$ cat config.mk
export PLATFORM = sky130hd
export DESIGN_NAME = gss_pos_ctr
export DESIGN_NICKNAME = d
export VERILOG_FILES = /design/src/gss_pkg.sv /design/src/gss_pos_ctr.sv
export SDC_FILE = /design/constraint.sdc
export NUM_CORES = 1
export LEC_CHECK = 0
export ABC_CLOCK_PERIOD_IN_PS = 26000
export BUFFER_PORTS_ARGS = -buffer_cell sky130_fd_sc_hd__buf_2
export CAP_MARGIN = 20
export CORE_MARGIN = 4
export CORE_UTILIZATION = 50
export DETAILED_ROUTE_END_ITERATION = 8
export PLACE_DENSITY = 0.7
export SETUP_SLACK_MARGIN = 0.5
export SKIP_CTS_REPAIR_TIMING = 1
export SYNTH_ARGS = -nofsm -noshare
export SYNTH_HDL_FRONTEND = slang
export SYNTH_SLANG_ARGS = --single-unit
export TNS_END_PERCENT = 1
$ cat constraint.sdc
create_clock -name clock -period 26 [get_ports clock]
set_input_delay 1.3 -clock clock [delete_from_list [all_inputs] [get_ports clock]]
set_output_delay 1.3 -clock clock [all_outputs]
set_load 0.01 [all_outputs]
$ cat src/gss_pkg.sv
// Package for the 3x3 grid smoother: sizes, fixed-point widths, register codes,
// the structs passed between stages and the grid size clamp.
// Depends on nothing; every other file of the block imports it.
package gss_pkg;

   // Grid and sample geometry
   localparam int MaxSize    = 4096;
   localparam int MinSize    = 3;
   localparam int AddrBits   = $clog2(MaxSize);
   localparam int SizeBits   = 13;
   localparam int PosBits    = 12;
   localparam int SampleBits = 16;
   localparam int LineBits   = 2 * SampleBits;

   // Fixed-point arithmetic: Q1.15 samples, Q2.14 weights
   localparam int WeightBits = 16;
   localparam int SumBits    = SampleBits + 2;
   localparam int ProdBits   = WeightBits + SumBits + 1;
   localparam int AccBits    = ProdBits + 2;
   localparam int FracShift  = 14;
   localparam logic signed [AccBits-1:0] RoundHalf = AccBits'(1 << (FracShift - 1));

   // Configuration port
   localparam int CsrIdxBits  = 2;
   localparam int CsrDataBits = 16;

   localparam logic [SizeBits-1:0]   GridSizeReset     = SizeBits'(4096);
   localparam logic [WeightBits-1:0] CornerWeightReset = WeightBits'(819);
   localparam logic [WeightBits-1:0] EdgeWeightReset   = WeightBits'(1638);
   localparam logic [WeightBits-1:0] CenterWeightReset = WeightBits'(6554);

   typedef enum logic [CsrIdxBits-1:0] {
      CSR_GRID_SIZE     = 2'd0,
      CSR_CORNER_WEIGHT = 2'd1,
      CSR_EDGE_WEIGHT   = 2'd2,
      CSR_CENTER_WEIGHT = 2'd3
   } csr_index_type;

   // Raster position of the sample being accepted
   typedef struct packed {
      logic [AddrBits-1:0] addr;
      logic [PosBits-1:0]  out_row;
      logic [PosBits-1:0]  out_col;
      logic                interior;
      logic                last;
   } pos_type;

   // Grouped window sums of one interior cell
   typedef struct packed {
      logic [SumBits-1:0]    diag;
      logic [SumBits-1:0]    orth;
      logic [SampleBits-1:0] ctr;
      logic [PosBits-1:0]    out_row;
      logic [PosBits-1:0]    out_col;
      logic                  last;
   } taps_type;

   typedef struct packed {
      logic signed [WeightBits-1:0] corner_wt;
      logic signed [WeightBits-1:0] edge_wt;
      logic signed [WeightBits-1:0] center_wt;
   } weights_type;

   // Clamp the programmed grid size to the supported range
   function automatic logic [SizeBits-1:0] gss_size_in_use(input logic [SizeBits-1:0] raw);
      logic [SizeBits-1:0] s;
      s = raw;
      if (s < SizeBits'(MinSize)) begin
         s = SizeBits'(MinSize);
      end
      if (s > SizeBits'(MaxSize)) begin
         s = SizeBits'(MaxSize);
      end
      return s;
   endfunction

endpackage

$ cat src/gss_pos_ctr.sv
// Raster position counters of the grid smoother: row and column of the next sample.
// Depends on gss_pkg for widths, the position struct and the size clamp.
module gss_pos_ctr (
   input  logic                         clock,
   input  logic                         reset,
   input  logic [gss_pkg::SizeBits-1:0] grid_size,
   input  logic                         advance,
   output gss_pkg::pos_type             pos
);
   import gss_pkg::*;

   logic [PosBits-1:0]  row_ff, row_in;
   logic [PosBits-1:0]  col_ff, col_in;
   logic [SizeBits-1:0] size;
   logic                wrap_col;
   logic [SizeBits-1:0] row_step;
   logic [PosBits-1:0]  cur_row, cur_col;
   logic [SizeBits-1:0] col_inc, row_inc;

   assign size = gss_size_in_use(grid_size);

   // Wrap a position left past the grid (size shrank since the last sample)
   always_comb begin
      wrap_col = ({1'b0, col_ff} >= size);
      cur_col  = wrap_col ? '0 : col_ff;
      row_step = wrap_col ? ({1'b0, row_ff} + SizeBits'(1)) : {1'b0, row_ff};
      cur_row  = (row_step >= size) ? '0 : row_step[PosBits-1:0];
   end

   // Step to the next raster position, wrapping at the row and grid end
   always_comb begin
      col_inc = {1'b0, cur_col} + SizeBits'(1);
      row_inc = {1'b0, cur_row} + SizeBits'(1);
      if (col_inc >= size) begin
         col_in = '0;
         row_in = (row_inc >= size) ? '0 : row_inc[PosBits-1:0];
      end else begin
         col_in = col_inc[PosBits-1:0];
         row_in = cur_row;
      end
   end

   always_comb begin
      pos.addr     = cur_col[AddrBits-1:0];
      pos.out_row  = cur_row - PosBits'(1);
      pos.out_col  = cur_col - PosBits'(1);
      pos.interior = (cur_row >= PosBits'(2)) && (cur_col >= PosBits'(2));
      pos.last     = ({1'b0, cur_row} == size - SizeBits'(1)) &&
                     ({1'b0, cur_col} == size - SizeBits'(1));
   end

   // Advance on each sample transfer
   always_ff @(posedge clock) begin
      if (reset) begin
         row_ff <= '0;
         col_ff <= '0;
      end else if (advance) begin
         row_ff <= row_in;
         col_ff <= col_in;
      end
   end

endmodule

==> run metrics <==
Detailed Route WL=16.14 mm; Via Count=5226; status=finished clean; Synth area leaders=ha_1 16%, dfxtp_1 10%, nand2_1 6.0%, xnor2_1 5.6%, nor2_1 4.7%; Rows=35; total gr overflow=0; worst rel slew slack=47.50%; CTS buffer count=3; vias in the first global route=4739; most frequent cells in the layout=75 x nand2_1, 59 x nor2_1, 59 x ha_1; DRC violations left=0; vias per cell=6.516; Post-Synthesis Cells=664; setup tns final=0 ns; Overall Global Routing Usage=29.02%; I/O Pins=54; syn_area_per_cell=7.096 um2; slowest stage delay, CP=0.51 ns; r2r setup slk=17.86 ns; largest net degree at the start of global routing=44; Distinct cells, synth=83; DPL Wire Length=12.54 mm; Async SR Flop Fraction=0%; share of cells above drive strength 1=13.60%; final std cells w/o fill=802; Core Region=0.009196 mm2; WS Path Type=in -> reg; Synth Cell Area=0.004712 mm2; Least-Margin Pin Slew=0.7677 ns; met3 WL=1.318 mm; Worst Setup End Kind=register; endpoints failing hold=0; DR WL met2=6.993 mm; worst setup margin=15.89 ns; fin crit share=38.87%; Area Growth Syn to Fin=7.276%; ANT nets after route=0; EDFF count, synth=0; Die Wd=105.1 um; area leader, netlist=ha_1; Synth Flop Type=dfxtp_1; yosys warns=0; Worst Path Required=26.21 ns; sequential cell area fraction in the yosys report=10.20%; most frequent CP cell=ha_1; Max clock buf depth=2; Cells after DPL=799; initial antenna violation count=0; maximum vdd ir drop=0.00002050 V; crit path time final=10.11 ns; setup slack at placement=15.81 ns; gpl congestion=0.9947; initial DRC count=514; Min-Delay Path Depth=2; H-tree depth=1; Final nets=768; Seq cells post-synth=24; full die area=0.01104 mm2; Synthesized Nets=739; top layer in use=met4; Worst EP arrival=10.31 ns; most common cell after layout, fill and taps aside=nand2_1; initial core utilization=51.24%; MaxCap Viol Count=0; worst hold slack=0.5244 ns; CP Launch Type=primary input; Worst Path Max Fanout=18; first-pass GRT wire length=26.03 mm; detail-routed net length per standard cell=20.12 um; # setup viols final=0; Pleak=2.164 nW; unrepaired setup endpoints after global routing=false; Hold Crit Class=reg -> reg; PwrDens=31.67 mW/mm2; fmax=98.95 MHz; clock tree root driver cell=clkbuf_8; slowest CP cell=or4b_4; post-synth top area share=15.67%; # clock sinks=24; Die H=105.1 um; CTS tree=done; M1 wire length=7.414 mm; Worst-Skew Late Latency=0.28 ns; Layout Utilization=54.97%; Worst Reg-to-Reg Cells=27; Diodes inserted=0; Max Slew Vio Count=0; Pre-Repair DR Iteration Count=5; Port Buffers=53; clk_skew=0.004212 ns; Clock Pin Slew Worst Setup and Hold Paths=0.10 ns
==> state kept, by name (all words and copies together) (netlist names) <==
register / cells
col_ff: 12
row_ff: 12
==> cells by family (layout without fill, tap and decap cells) <==
logic type	after synthesis	in the layout	share of synthesized area, %
and+or+nand+nor	294	294	33.01
AOI/OAI and AO/OA	174	174	25.73
buffers and inverters	62	89	5.390
adders and majority gates	59	59	15.67
xor gates and xnor gates	42	42	7.807
DFF	24	24	10.20
muxes	9	9	2.204
==> cell type report <==
| cell class | count | area (um2) |
|---|---|---|
| Clock buffer | 3 | 41.29 |
| Fill cell | 902 | 4141 |
| Inverter | 27 | 101.3 |
| Multi-Input combinational cell | 578 | 3983 |
| Sequential cell | 24 | 480.5 |
| Tap cell | 111 | 138.9 |
| Timing Repair Buffer | 59 | 310.3 |
==> through the flow <==
step           power [mW]  area [um2]
6_report           0.1601        5055
3_5_place_dp       0.1338        5014
3_3_place_gp       0.1321        5014
5_1_grt            0.1702        5055
4_1_cts            0.1584        5055
2_1_floorplan      0.1049        4712
==> power breakdown <==
group          switching, mW  internal, mW
registers            0.00323        0.0385
clock network         0.0147        0.0105
logic                 0.0583        0.0349
==> layer usage <==
layer  vias up  GRT usage (%)
met3        35          3.274
met2       269          45.74
met4         0          6.186
met5         -              0
met1      2424          42.33
li1       2498              -
==> cell usage after synthesis (4+ instances only) <==
cell type and instances:
nor2b_1 11, nand2_1 75, dfxtp_1 24, xor2_1 12, nor4_1 8, a311oi_1 5
a211oi_1 4, inv_1 24, nand3b_1 6, mux2i_1 7, nor3_1 19, xnor2_1 30
o2111ai_1 4, nand2b_1 9, and2_1 12, a21o_1 7, or3_1 7, o21ai_0 39
and4_1 4, a31oi_1 12, and3_1 15, o31ai_1 6, a21oi_1 36, nor2_1 59
nand4_1 12, clkbuf_1 27, ha_1 59, nand3_1 27, o21a_1 9, or2_2 6
nor3b_1 4, o211ai_1 8
==> final timing paths <==
kind / start / to
worst max-delay path: grid_size[5] / row_ff[10]
worst min-delay path: row_ff[5] / row_ff[5]
worst max register to register: col_ff[7] / row_ff[10]
worst min register to register: row_ff[5] / row_ff[5]
==> critical path, delay by kind of cell <==
| kind | cells | cell delay [ns] |
|---|---|---|
| AND/OR/NAND/NOR | 11 | 3.67 |
| XOR/XNOR | 1 | 0.21 |
| buffers and inverters | 2 | 0.34 |
| adder cells (fa/ha/maj) | 4 | 1.24 |
| AO/OA/AOI/OAI | 14 | 3.54 |
Note: power is estimated with default switching activity, not from simulation.
