### src/gss_pkg.sv
// Package for the 3x3 grid smoother: sizes, fixed-point widths, register codes,
// the structs passed between stages and the grid size clamp.
// Depends on nothing; every other file of the block imports it.
package gss_pkg;

   // Grid and sample geometry
   localparam int MaxSize    = 4096;
   localparam int MinSize    = 3;
   localparam int AddrBits   = $clog2(MaxSize);
   localparam int SizeBits   = 13;
   localparam int PosBits    = 12;
   localparam int SampleBits = 16;
   localparam int LineBits   = 2 * SampleBits;

   // Fixed-point arithmetic: Q1.15 samples, Q2.14 weights
   localparam int WeightBits = 16;
   localparam int SumBits    = SampleBits + 2;
   localparam int ProdBits   = WeightBits + SumBits + 1;
   localparam int AccBits    = ProdBits + 2;
   localparam int FracShift  = 14;
   localparam logic signed [AccBits-1:0] RoundHalf = AccBits'(1 << (FracShift - 1));

   // Configuration port
   localparam int CsrIdxBits  = 2;
   localparam int CsrDataBits = 16;

   localparam logic [SizeBits-1:0]   GridSizeReset     = SizeBits'(4096);
   localparam logic [WeightBits-1:0] CornerWeightReset = WeightBits'(819);
   localparam logic [WeightBits-1:0] EdgeWeightReset   = WeightBits'(1638);
   localparam logic [WeightBits-1:0] CenterWeightReset = WeightBits'(6554);

   typedef enum logic [CsrIdxBits-1:0] {
      CSR_GRID_SIZE     = 2'd0,
      CSR_CORNER_WEIGHT = 2'd1,
      CSR_EDGE_WEIGHT   = 2'd2,
      CSR_CENTER_WEIGHT = 2'd3
   } csr_index_type;

   // Raster position of the sample being accepted
   typedef struct packed {
      logic [AddrBits-1:0] addr;
      logic [PosBits-1:0]  out_row;
      logic [PosBits-1:0]  out_col;
      logic                interior;
      logic                last;
   } pos_type;

   // Grouped window sums of one interior cell
   typedef struct packed {
      logic [SumBits-1:0]    diag;
      logic [SumBits-1:0]    orth;
      logic [SampleBits-1:0] ctr;
      logic [PosBits-1:0]    out_row;
      logic [PosBits-1:0]    out_col;
      logic                  last;
   } taps_type;

   typedef struct packed {
      logic signed [WeightBits-1:0] corner_wt;
      logic signed [WeightBits-1:0] edge_wt;
      logic signed [WeightBits-1:0] center_wt;
   } weights_type;

   // Clamp the programmed grid size to the supported range
   function automatic logic [SizeBits-1:0] gss_size_in_use(input logic [SizeBits-1:0] raw);
      logic [SizeBits-1:0] s;
      s = raw;
      if (s < SizeBits'(MinSize)) begin
         s = SizeBits'(MinSize);
      end
      if (s > SizeBits'(MaxSize)) begin
         s = SizeBits'(MaxSize);
      end
      return s;
   endfunction

endpackage

### src/gss_window.sv
// 3x3 window of the grid smoother: sample stage, window registers, line buffer
// write-back and the grouped neighbor sums. Depends on gss_pkg.
module gss_window (
   input  logic                           clock,
   input  logic                           reset,
   input  logic                           accept,
   input  logic [gss_pkg::SampleBits-1:0] sample,
   input  gss_pkg::pos_type               pos,
   input  logic [gss_pkg::LineBits-1:0]   line_data,
   output logic                           in_free,
   output logic                           wr_en,
   output logic [gss_pkg::AddrBits-1:0]   wr_addr,
   output logic [gss_pkg::LineBits-1:0]   wr_data,
   output logic                           taps_valid,
   input  logic                           taps_ready,
   output gss_pkg::taps_type              taps
);
   import gss_pkg::*;

   logic                  s1_valid_ff;
   logic [SampleBits-1:0] s1_sample_ff;
   pos_type               s1_pos_ff;
   logic [SampleBits-1:0] win_ff [6];
   logic                  s2_valid_ff;
   taps_type              s2_taps_ff, s2_taps_in;
   logic                  s2_free, s1_adv;
   logic [SampleBits-1:0] top, mid;

   assign top = line_data[LineBits-1:SampleBits];
   assign mid = line_data[SampleBits-1:0];

   // Stage handshakes: a stage loads when it is empty or emptying
   assign s2_free = !s2_valid_ff || taps_ready;
   assign s1_adv  = s1_valid_ff && s2_free;
   assign in_free = !s1_valid_ff || s2_free;

   // Write the column back: older row takes the middle, newer takes the sample
   assign wr_en   = s1_adv;
   assign wr_addr = s1_pos_ff.addr;
   assign wr_data = {mid, s1_sample_ff};

   // Neighbor sums; window slots 0..2 hold column c-2, 3..5 column c-1
   always_comb begin
      s2_taps_in.diag    = SumBits'(win_ff[0]) + SumBits'(win_ff[2]) +
                           SumBits'(top) + SumBits'(s1_sample_ff);
      s2_taps_in.orth    = SumBits'(win_ff[1]) + SumBits'(win_ff[3]) +
                           SumBits'(win_ff[5]) + SumBits'(mid);
      s2_taps_in.ctr     = win_ff[4];
      s2_taps_in.out_row = s1_pos_ff.out_row;
      s2_taps_in.out_col = s1_pos_ff.out_col;
      s2_taps_in.last    = s1_pos_ff.last;
   end

   // Sample stage
   always_ff @(posedge clock) begin
      if (reset) begin
         s1_valid_ff <= 1'b0;
      end else if (in_free) begin
         s1_valid_ff <= accept;
      end
      if (accept) begin
         s1_sample_ff <= sample;
         s1_pos_ff    <= pos;
      end
   end

   // Shift the window once per sample
   always_ff @(posedge clock) begin
      if (reset) begin
         for (int i = 0; i < 6; i++) begin
            win_ff[i] <= '0;
         end
      end else if (s1_adv) begin
         win_ff[0] <= win_ff[3];
         win_ff[1] <= win_ff[4];
         win_ff[2] <= win_ff[5];
         win_ff[3] <= top;
         win_ff[4] <= mid;
         win_ff[5] <= s1_sample_ff;
      end
   end

   // Sum stage: keep interior cells only, drop border cells
   always_ff @(posedge clock) begin
      if (reset) begin
         s2_valid_ff <= 1'b0;
      end else if (s2_free) begin
         s2_valid_ff <= s1_adv && s1_pos_ff.interior;
      end
      if (s1_adv) begin
         s2_taps_ff <= s2_taps_in;
      end
   end

   assign taps_valid = s2_valid_ff;
   assign taps       = s2_taps_ff;

endmodule

### config.mk
export PLATFORM = sky130hd
export DESIGN_NAME = gss_window
export DESIGN_NICKNAME = d
export VERILOG_FILES = /design/src/gss_pkg.sv /design/src/gss_window.sv
export SDC_FILE = /design/constraint.sdc
export NUM_CORES = 1
export LEC_CHECK = 0
export BUFFER_PORTS_ARGS = -buffer_cell sky130_fd_sc_hd__buf_2
export CAP_MARGIN = 25
export CORE_MARGIN = 2
export CORE_UTILIZATION = 40
export CTS_BUF_LIST = sky130_fd_sc_hd__clkbuf_16
export DETAILED_ROUTE_END_ITERATION = 10
export HOLD_SLACK_MARGIN = 0.15
export MAX_ROUTING_LAYER = met4
export PLACE_DENSITY = 0.59
export SLEW_MARGIN = 20
export SYNTH_ARGS = -nofsm -noshare
export SYNTH_HDL_FRONTEND = slang
export SYNTH_SLANG_ARGS = --single-unit
### constraint.sdc
create_clock -name clock -period 9 [get_ports clock]
set_input_delay 1.8 -clock clock [delete_from_list [all_inputs] [get_ports clock]]
set_output_delay 1.8 -clock clock [all_outputs]
set_load 0.01 [all_outputs]
==> impl_metrics.yaml, run 1 <==
yosys:
  ys_async_sr_fraction: 0
  synth_top_area_share: 0.604
  ys_seq_area_frac: 0.607
  post-synth-top-area-cell: "edfxtp_1"
  yosys_warnings: 0
  netlist_area_um2: 11300
  syn-num-nets: 1029
  ys.flop_type: "edfxtp_1"
  avgSynthCellArea_um2: 13.4
  synth.area.top_cells: "edfxtp_1 60%, fa_1 11%, inv_1 6.1%, ha_1 3.8%, nor3_1 3.3%"
  synthCells: 841
  ys_ff_latch: 229
  synth-edff-count: 227
  synth_cell_types: 54
critical_path:
  r2r-start: "win_ff[1][1]"
  crit_path_start_kind: "primary input"
  critPathKind: "in2out"
  timing.rr.end: "taps[54]"
  required_ps: 7200
  crit_fanout: 37
  rrSetupSlack_ps: 5640
  arrival_ps: 3410
  ff2ff_path_depth: 11
  crit_start: "taps_ready"
  endpoint_kind: "output port"
place:
  hpwl_mm: 16.2
  io_buffer_count: 213
  dpl-instance-area_um2: 12600
  gp_congestion: 0.796
global_routing:
  grt_usage: 0.158
  grt_start_max_net_pins: 75
  grt_pass1_vias: 6491
  antenna_found_initial: 1
  grt_pass1_wl_mm: 34.7
  overflow: 0
power:
  switching_share: 0.294
  sequentialPowerShare: 0.419
  power_switching_uw: 947
  p_clk_frac: 0.318
  powerDensity_nw_per_um2: 240
  pwr-share-comb: 0.264
  p_leak_nw: 5.76
  internal-power_mw: 2.27
  ir_drop_mv: 0.171
final_layout:
  final_cell_area_um2: 13400
  final_nets: 1220
  syn2layout_area_growth_pct: 18.6
  drive_above_1_share: 0.253
sta:
  finalSetupViolCount: 0
  fmax_ghz: 0.192
  finalSetupTns_ps: 0
  tightest_slew_ps: 886
  rsz0062_at_grt: "no"
  final-hold-violation-count: 0
  maxSlewViolCount: 0
  period_needed_ps: 5210
  finClkSkew_ps: 17.2
  relSlewSlack: 0.409
  finalCritPeriodShare: 0.579
clock_tree:
  clk_pin_slew_ps: 60
  cts_resized: 0
  cts_hold_buf: 0
  cts_root_buf: "clkbuf_16"
  clock_sinks: 229
  clk-insertion-delay-late_ps: 530
  htree_levels: 1
  cts_buffers: 26
  postCtsSetupBuffers: 0
  cts_tree: "yes"
  clockBufferDepth: 3
min_path:
  worstHoldStart: "s1_pos_ff[13]"
  min_to: "taps[12]"
  worstHoldPathCells: 0
  min-delay-path-class: "reg2reg"
floorplan:
  core_um2: 27800
  row_count: 61
  die_w_um: 172
  die_h_um: 172
  initial_core_util: 0.407
  ios: 214
  design.die.area_um2: 29600
route:
  vias: 6616
  wl_per_cell_um: 15.9
  ant_nets: 0
  dr.pass1.iters: 5
  wirelength_mm: 22.7
  drtIter0Drc: 408
  drc_errors: 0
  via_per_inst: 4.62
job:
  cap_violations: 0
run_status:
  outcome: "complete, no violations"
-- power groups by stage --
| stage | logic, mW | registers (mW) | clock network (mW) |
|---|---|---|---|
| 3_3_place_gp | 0.844 | 1.37 | 0 |
| 5_1_grt | 0.957 | 1.36 | 1.10 |
| 6_report | 0.848 | 1.35 | 1.02 |
| 4_1_cts | 0.859 | 1.35 | 1.06 |
| 3_5_place_dp | 0.855 | 1.37 | 0 |
| 2_1_floorplan | 0.588 | 1.40 | 0 |
-- layer usage --
| metal | track usage | vias up | routed length (um) |
|---|---|---|---|
| met5 | - | - | 0 |
| met4 | 0.0398 | 0 | 480 |
| met3 | 0.0385 | 28 | 1610 |
| met2 | 0.227 | 219 | 9960 |
| met1 | 0.227 | 3155 | 10700 |
| li1 | - | 3214 | - |
-- cell type report --
| cell class | instances | area [um2] |
|---|---|---|
| sequential | 229 | 6860 |
| clock buffer | 26 | 651 |
| clock inverter | 21 | 183 |
| inverter | 185 | 696 |
| tap | 378 | 473 |
| fill | 2560 | 14400 |
| multi-input combinational | 371 | 3410 |
| antenna | 2 | 5.00 |
| timing repair buffer | 219 | 1110 |
-- how the worst max path moves through the flow --
stage	endpoint
floorplan	wr_en
global placement	wr_en
detailed placement	wr_en
CTS	wr_en
global route	wr_en
finish	wr_en
-- Yosys cell counts, drive strengths merged, types with 2 or more instances --
cell type and n:
clkbuf 22, or2 2, o21a 2, nand2b 5
nor3 75, o311ai 4, xnor2 12, a31o 2
fa 64, nand3 6, o21ai 12, a211oi 5
a21oi 29, mux2i 2, and3 2, xor2 8
buf 34, nand2 21, edfxtp 227, and2 29
inv 185, nor2 6, a311oi 3, a21o 12
dfxtp 2, ha 34, o211a 4, o211ai 7
nand3b 2, nand4 4, nor2b 3
-- critical path, cell delays in order --
cell,delay (ps)
buf_2,110
nand2b_1,160
nand2_2,70
buf_4,370
clkinv_2,570
buf_2,320
-- per-stage QoR --
step / power [mW] / utilization / setup slack, ps / std cells / hold WS (ps)
after floorplan: 1.99 / - / 3280 / 841 / 400
after global placement: 2.21 / 0.452 / 3750 / 1382 / 401
after detailed placement: 2.23 / 0.452 / 3710 / 1382 / 405
after CTS: 3.27 / 0.482 / 3720 / 1429 / 412
after global routing: 3.41 / 0.482 / 3620 / 1430 / 415
final: 3.22 / 0.482 / 3790 / 1431 / 410
-- logic make-up (layout without fill, tap and decap cells) --
kind of cell / count (synthesis) / in the layout / share of synthesized area
flops: 229 / 229 / 0.607
mux: 2 / 2 / 0.00177
xor+xnor: 20 / 20 / 0.0155
simple gates: 161 / 161 / 0.0774
compound gates: 90 / 90 / 0.0550
other cells: 0 / 2 / 0
fa+ha+maj: 98 / 98 / 0.151
buf+inv: 241 / 451 / 0.0921
-- sequential cells by signal (all words and copies together) (netlist names) --
name          flops
s1_pos_ff        26
taps_valid        1
s1_valid_ff       1
wr_addr          12
taps             77
win_ff           96
s1_sample_ff     16
-- cell usage in the layout (no fill, tap or decap), types with 4 or more instances in the layout --
| master | netlist | routed |
|---|---|---|
| a211oi_1 | 5 | 5 |
| a21o_1 | 11 | 11 |
| a21oi_1 | 29 | 29 |
| and2_1 | 28 | 28 |
| buf_2 | 0 | 213 |
| buf_4 | 28 | 6 |
| clkbuf_16 | 0 | 26 |
| clkinv_1 | 0 | 5 |
| clkinv_2 | 0 | 5 |
| edfxtp_1 | 227 | 227 |
| fa_1 | 64 | 64 |
| ha_1 | 34 | 34 |
| inv_1 | 185 | 190 |
| nand2_1 | 21 | 20 |
| nand2b_1 | 5 | 4 |
| nand3_1 | 6 | 6 |
| nand4_1 | 4 | 4 |
| nor2_1 | 6 | 5 |
| nor3_1 | 75 | 75 |
| o211a_1 | 4 | 4 |
| o211ai_1 | 7 | 7 |
| o21ai_0 | 6 | 6 |
| o21ai_1 | 6 | 6 |
| xnor2_1 | 12 | 12 |
| xor2_1 | 8 | 8 |
Note: power is estimated with default switching activity, not from simulation.
==> run 2: changes to the inputs <==
Clock period 9 ns to 4.9 ns, I/O delays scaled along.
==> run 2 against run 1 <==
Total power increased by 83%. Clock-buffer cell count up 1. Clock skew fell by 9.6 ps. Worst hold slack improved by 5.3 ps. Critical path depth increased by 6. Sequential share of layout area about the same. Clock power increased by 81%. Sequential power rose by 84%. Critical path type is now in2reg. Critical endpoint is now taps[58]. Largest cell class unchanged. Largest power group unchanged. Highest routed layer unchanged.
==> impl_metrics.yaml, run 2 (synthesis results as in run 1) <==
run_status:
  outcome: "complete, no violations"
final_layout:
  mostFrequentLayoutCells: "227 x edfxtp_1, 213 x buf_2, 190 x inv_1"
  mostFrequentLayoutCell: "edfxtp_1"
  utilization: 0.482
  syn2layout_area_growth_pct: 18.5
  drive_above_1_share: 0.251
  largest_reg_flops: 96
  final_nets: 1221
  top_register: "win_ff"
clock_tree:
  cts_hold_buf: 0
  htree_levels: 1
  clockBufferDepth: 3
  cts_tree: "yes"
  clk-insertion-delay-late_ps: 520
  clock_sinks: 229
  clk_pin_slew_ps: 60
  postCtsSetupBuffers: 0
  cts_resized: 0
  cts_root_buf: "clkbuf_16"
  cts_buffers: 26
global_routing:
  grt_pass1_wl_mm: 35.9
  antenna_found_initial: 4
  grt_start_max_net_pins: 67
  overflow: 0
  grt_usage: 0.163
  grt_pass1_vias: 6753
route:
  wl_per_cell_um: 16.2
  ant_nets: 0
  drc_errors: 0
  via_per_inst: 4.63
  vias: 6641
  dr.pass1.iters: 5
  wirelength_mm: 23.3
  drtIter0Drc: 383
critical_path:
  critPathBufInv: 3
  crit_path_start_kind: "primary input"
  endpoint_kind: "flop"
  arrival_ps: 3850
  cp_top_family: "adder cells"
  crit_slowest_cell: "fa_1"
  critPathKind: "in2reg"
  max_stage_delay_ps: 530
  required_ps: 5180
  cpMostUsedCell: "fa_1"
  rrSetupSlack_ps: 1590
  crit_chain: "buf_2 -> inv_1 -> fa_1 -> inv_1 -> fa_1 -> ha_1 -> fa_1 -> a21oi_1 -> o211ai_1 -> and3_4 -> or2_4 -> a31o_1"
  crit_fanout: 4
place:
  gp_congestion: 0.816
  io_buffer_count: 213
  hpwl_mm: 16.7
sta:
  rsz0062_at_grt: "no"
  finalSetupViolCount: 0
  final-hold-violation-count: 0
  finalSetupTns_ps: 0
  maxSlewViolCount: 0
  fmax_ghz: 0.280
  finalCritPeriodShare: 0.728
  tightest_slew_ps: 722
  finClkSkew_ps: 7.60
  hold_ws_ps: 416
  relSlewSlack: 0.517
  period_needed_ps: 3570
power:
  switching_share: 0.296
  powerDensity_nw_per_um2: 441
  p_clk_frac: 0.314
  internal-power_mw: 4.15
  ir_drop_mv: 0.241
  p_leak_nw: 5.76
  power_switching_mw: 1.75
  pwr-share-comb: 0.266
  sequentialPowerShare: 0.420
floorplan:
  core_um2: 27800
  die_h_um: 172
  initial_core_util: 0.407
  design.die.area_um2: 29600
  ios: 214
  die_w_um: 172
  row_count: 61
job:
  cap_violations: 0
min_path:
  min-delay-path-class: "reg2reg"
-- run 2: area by class of cell --
class	count	area, um2
Timing Repair Buffer	220	1130
Clock buffer	27	676
Multi-Input combinational cell	371	3410
Fill cell	2574	14400
Clock inverter	20	139
Sequential cell	229	6860
Inverter	185	696
Antenna cell	3	7.51
Tap cell	378	473
-- run 2: metrics by stage --
| step | instance area, um2 | worst slack, ps | cells | power, mW |
|---|---|---|---|---|
| global route | 13400 | 1180 | 1433 | 6.24 |
| detailed placement | 12600 | 784 | 1383 | 4.10 |
| CTS | 13400 | 1330 | 1430 | 5.98 |
| global placement | 12600 | 796 | 1383 | 4.08 |
| floorplan | 11300 | 817 | 841 | 3.65 |
| finish | 13400 | 1330 | 1433 | 5.90 |
-- run 2: metal layers --
metal	wire length (um)	track usage	share of wire	vias up
met2	10100	0.240	0.43	223
met1	11000	0.229	0.47	3174
met5	0	-	0	-
met4	407	0.0395	0.017	0
li1	-	-	-	3213
met3	1790	0.0394	0.077	31
-- run 2: power by group through the flow --
| stage | clock, mW | combinational, mW | sequential, mW |
|---|---|---|---|
| 5_1_grt | 1.97 | 1.77 | 2.50 |
| 3_3_place_gp | 0 | 1.56 | 2.52 |
| 4_1_cts | 1.91 | 1.58 | 2.48 |
| 2_1_floorplan | 0 | 1.08 | 2.57 |
| 3_5_place_dp | 0 | 1.57 | 2.52 |
| 6_report | 1.85 | 1.57 | 2.48 |
-- run 2: worst paths after layout --
kind | endpoint | depth (start not counted) | startpoint
hold / removal | taps[0] | 0 | s1_pos_ff[0]
hold reg to reg | taps[0] | 0 | s1_pos_ff[0]
setup reg to reg | taps[74] | 9 | s1_sample_ff[1]
setup / recovery | taps[58] | 12 | line_data[1]
==> run 3: changes to the inputs <==
Settings changed: ABC_AREA set to 1, PLACE_DENSITY 0.59 to 0.61.
Clock period 4.9 ns to 2.9 ns, I/O delays scaled along.
==> run 3 against run 2 <==
Worst hold slack worse by 190 ps. Sequential power up 68%. Clock-buffer cell count unchanged. Total power up 77%. Clock skew up 3.5 ps. Critical path type is now reg2reg. Largest cell class unchanged. Highest routed layer unchanged.
==> impl_metrics.yaml, run 3 <==
run_status:
  outcome: "complete, no violations"
critical_path:
  endpoint_kind: "flop"
  required_ps: 3180
  crit_path_start_kind: "flop"
  arrival_ps: 3040
  ff2ff_path_depth: 13
  critPathKind: "reg2reg"
  crit_fanout: 4
clock_tree:
  clockBufferDepth: 3
  clk_pin_slew_ps: 60
  clk-insertion-delay-late_ps: 530
  clock_sinks: 229
  cts_buffers: 26
  cts_tree: "yes"
  htree_levels: 1
  cts_hold_buf: 0
  cts_root_buf: "clkbuf_16"
yosys:
  synth-edff-count: 227
  synthCells: 1004
  synth.area.mux_share: 0
  synth_most_common_cell: "inv_1"
  avgSynthCellArea_um2: 11.7
  synth_top_family_by_area: "adder cells"
  synth_top_area_share: 0.579
  ys.flop_type: "edfxtp_1"
  synth-simple-area-share: 0.135
  syn-num-nets: 1192
  ys_ff_latch: 229
  post-synth-top-area-cell: "edfxtp_1"
  synth_cell_types: 26
  ys_seq_area_frac: 0.583
  synth-compound-area-share: 0.00925
  synthAdderAreaFrac: 0.145
  synth.area.top_cells: "edfxtp_1 58%, fa_1 11%, inv_1 8.9%, nand2_1 5.4%, nor2_4 3.8%"
  synth_xor_area_frac: 0.0104
  netlist_top_cells_count: "279 x inv_1, 227 x edfxtp_1, 170 x nand2_1"
  yosys_warnings: 0
  netlist_area_um2: 11800
  ys_async_sr_fraction: 0
final_layout:
  final_nets: 1464
  drive_above_1_share: 0.316
  largest_reg_flops: 96
  mostFrequentLayoutCell: "inv_1"
  mostFrequentLayoutCells: "270 x inv_1, 227 x edfxtp_1, 213 x buf_2"
  top_register: "win_ff"
  syn2layout_area_growth_pct: 23.8
global_routing:
  grt_usage: 0.154
  grt_pass1_vias: 7240
  grt_start_max_net_pins: 58
  overflow: 0
  grt_pass1_wl_mm: 36.3
  antenna_found_initial: 1
sta:
  tightest_slew_ps: 481
  finalCritPeriodShare: 0.950
  setup_ws_ps: 146
  hold_ws_ps: 225
  finalSetupViolCount: 0
  fmax_ghz: 0.363
  maxSlewViolCount: 0
  finalSetupTns_ps: 0
  finClkSkew_ps: 11.1
  relSlewSlack: 0.679
  final-hold-violation-count: 0
  period_needed_ps: 2750
route:
  drtIter0Drc: 408
  via_per_inst: 4.22
  wl_per_cell_um: 13.6
  dr.pass1.iters: 4
  drc_errors: 0
  ant_nets: 0
  vias: 7099
  wirelength_mm: 22.8
floorplan:
  core_um2: 28900
  row_count: 62
  design.die.area_um2: 30800
  initial_core_util: 0.408
  ios: 214
  die_w_um: 176
  die_h_um: 176
place:
  hpwl_mm: 17.1
  io_buffer_count: 213
  place_ws_ps: -288
  gp_congestion: 0.856
job:
  cap_violations: 0
power:
  powerDensity_nw_per_um2: 715
  p_leak_nw: 6.79
  ir_drop_mv: 0.427
min_path:
  min-delay-path-class: "in2reg"
  worstHoldPathCells: 1
==> run 3: cell count changes after synthesis, moves of 14 or more <==
cell      change
and2_1       -28
clkbuf_1     -22
inv_1        +94
nand2_1     +149
nand3_1      +14
nor2_1       +70
nor2_4       +40
nor3_1       -67
==> run 3: critical path, stage by stage, from the launching register on <==
cell,delay (ps)
edfxtp_1,400
inv_2,110
fa_1,440
fa_1,520
inv_1,60
ha_2,330
nand2_1,100
inv_1,50
nand2_1,70
nand2_1,70
a21oi_1,170
nand2_1,70
nand2_1,50
nand2_1,50
==> run 3: worst paths after layout <==
check | endpoint | slack [ps] | start
worst max-delay path | taps[75] | 150 | s1_sample_ff[11]
worst min-delay path | s1_sample_ff[12] | 220 | sample[12]
worst max register to register | taps[75] | 150 | s1_sample_ff[11]
worst min register to register | taps[9] | 410 | s1_pos_ff[10]
==> run 3: kinds of logic (layout without fill, tap and decap cells) <==
family | Yosys count | after routing
compound gates | 20 | 20
xor+xnor | 14 | 14
fa+ha+maj | 98 | 98
buf+inv | 318 | 610
flops | 229 | 229
other cells | 0 | 1
simple gates | 325 | 325
==> run 3: final cells by class <==
| type | instances | area [um2] |
|---|---|---|
| fill | 2639 | 14300 |
| sequential | 229 | 6860 |
| multi-input combinational | 457 | 3700 |
| timing repair buffer | 282 | 1650 |
| inverter | 280 | 1050 |
| clock buffer | 27 | 676 |
| tap | 384 | 480 |
| clock inverter | 21 | 153 |
| antenna | 1 | 2.50 |
==> run 3: stage by stage <==
step	std cells	util	total power, mW	instance area [um2]
2_1_floorplan	1004	-	6.08	11800
3_3_place_gp	1627	0.470	7.13	13600
3_5_place_dp	1627	0.470	7.19	13600
4_1_cts	1675	0.499	10.4	14400
5_1_grt	1681	0.505	11.1	14600
6_report	1681	0.505	10.4	14600
==> run 3: where the power goes <==
part           switching (mW)  internal, mW  total [mW]
sequential             0.0815          4.08        4.16
clock                    1.31          1.86        3.17
combinational            1.78          1.32        3.10
total                    3.17          7.25        10.4
==> run 3: metal layers <==
layer / vias up / GRT usage / share of wire
met5: - / - / 0
met4: 0 / 0.0327 / 0.017
met3: 34 / 0.0297 / 0.061
met2: 177 / 0.232 / 0.45
met1: 3285 / 0.218 / 0.48
li1: 3603 / - / -
==> run 3: what timing repair did <==
action | 4_1_cts | 5_1_grt
setup endpoints to repair | 2 | 15
pin swaps | 0 | 11
gates resized for setup | 2 | 40
setup buffers | 0 | 5
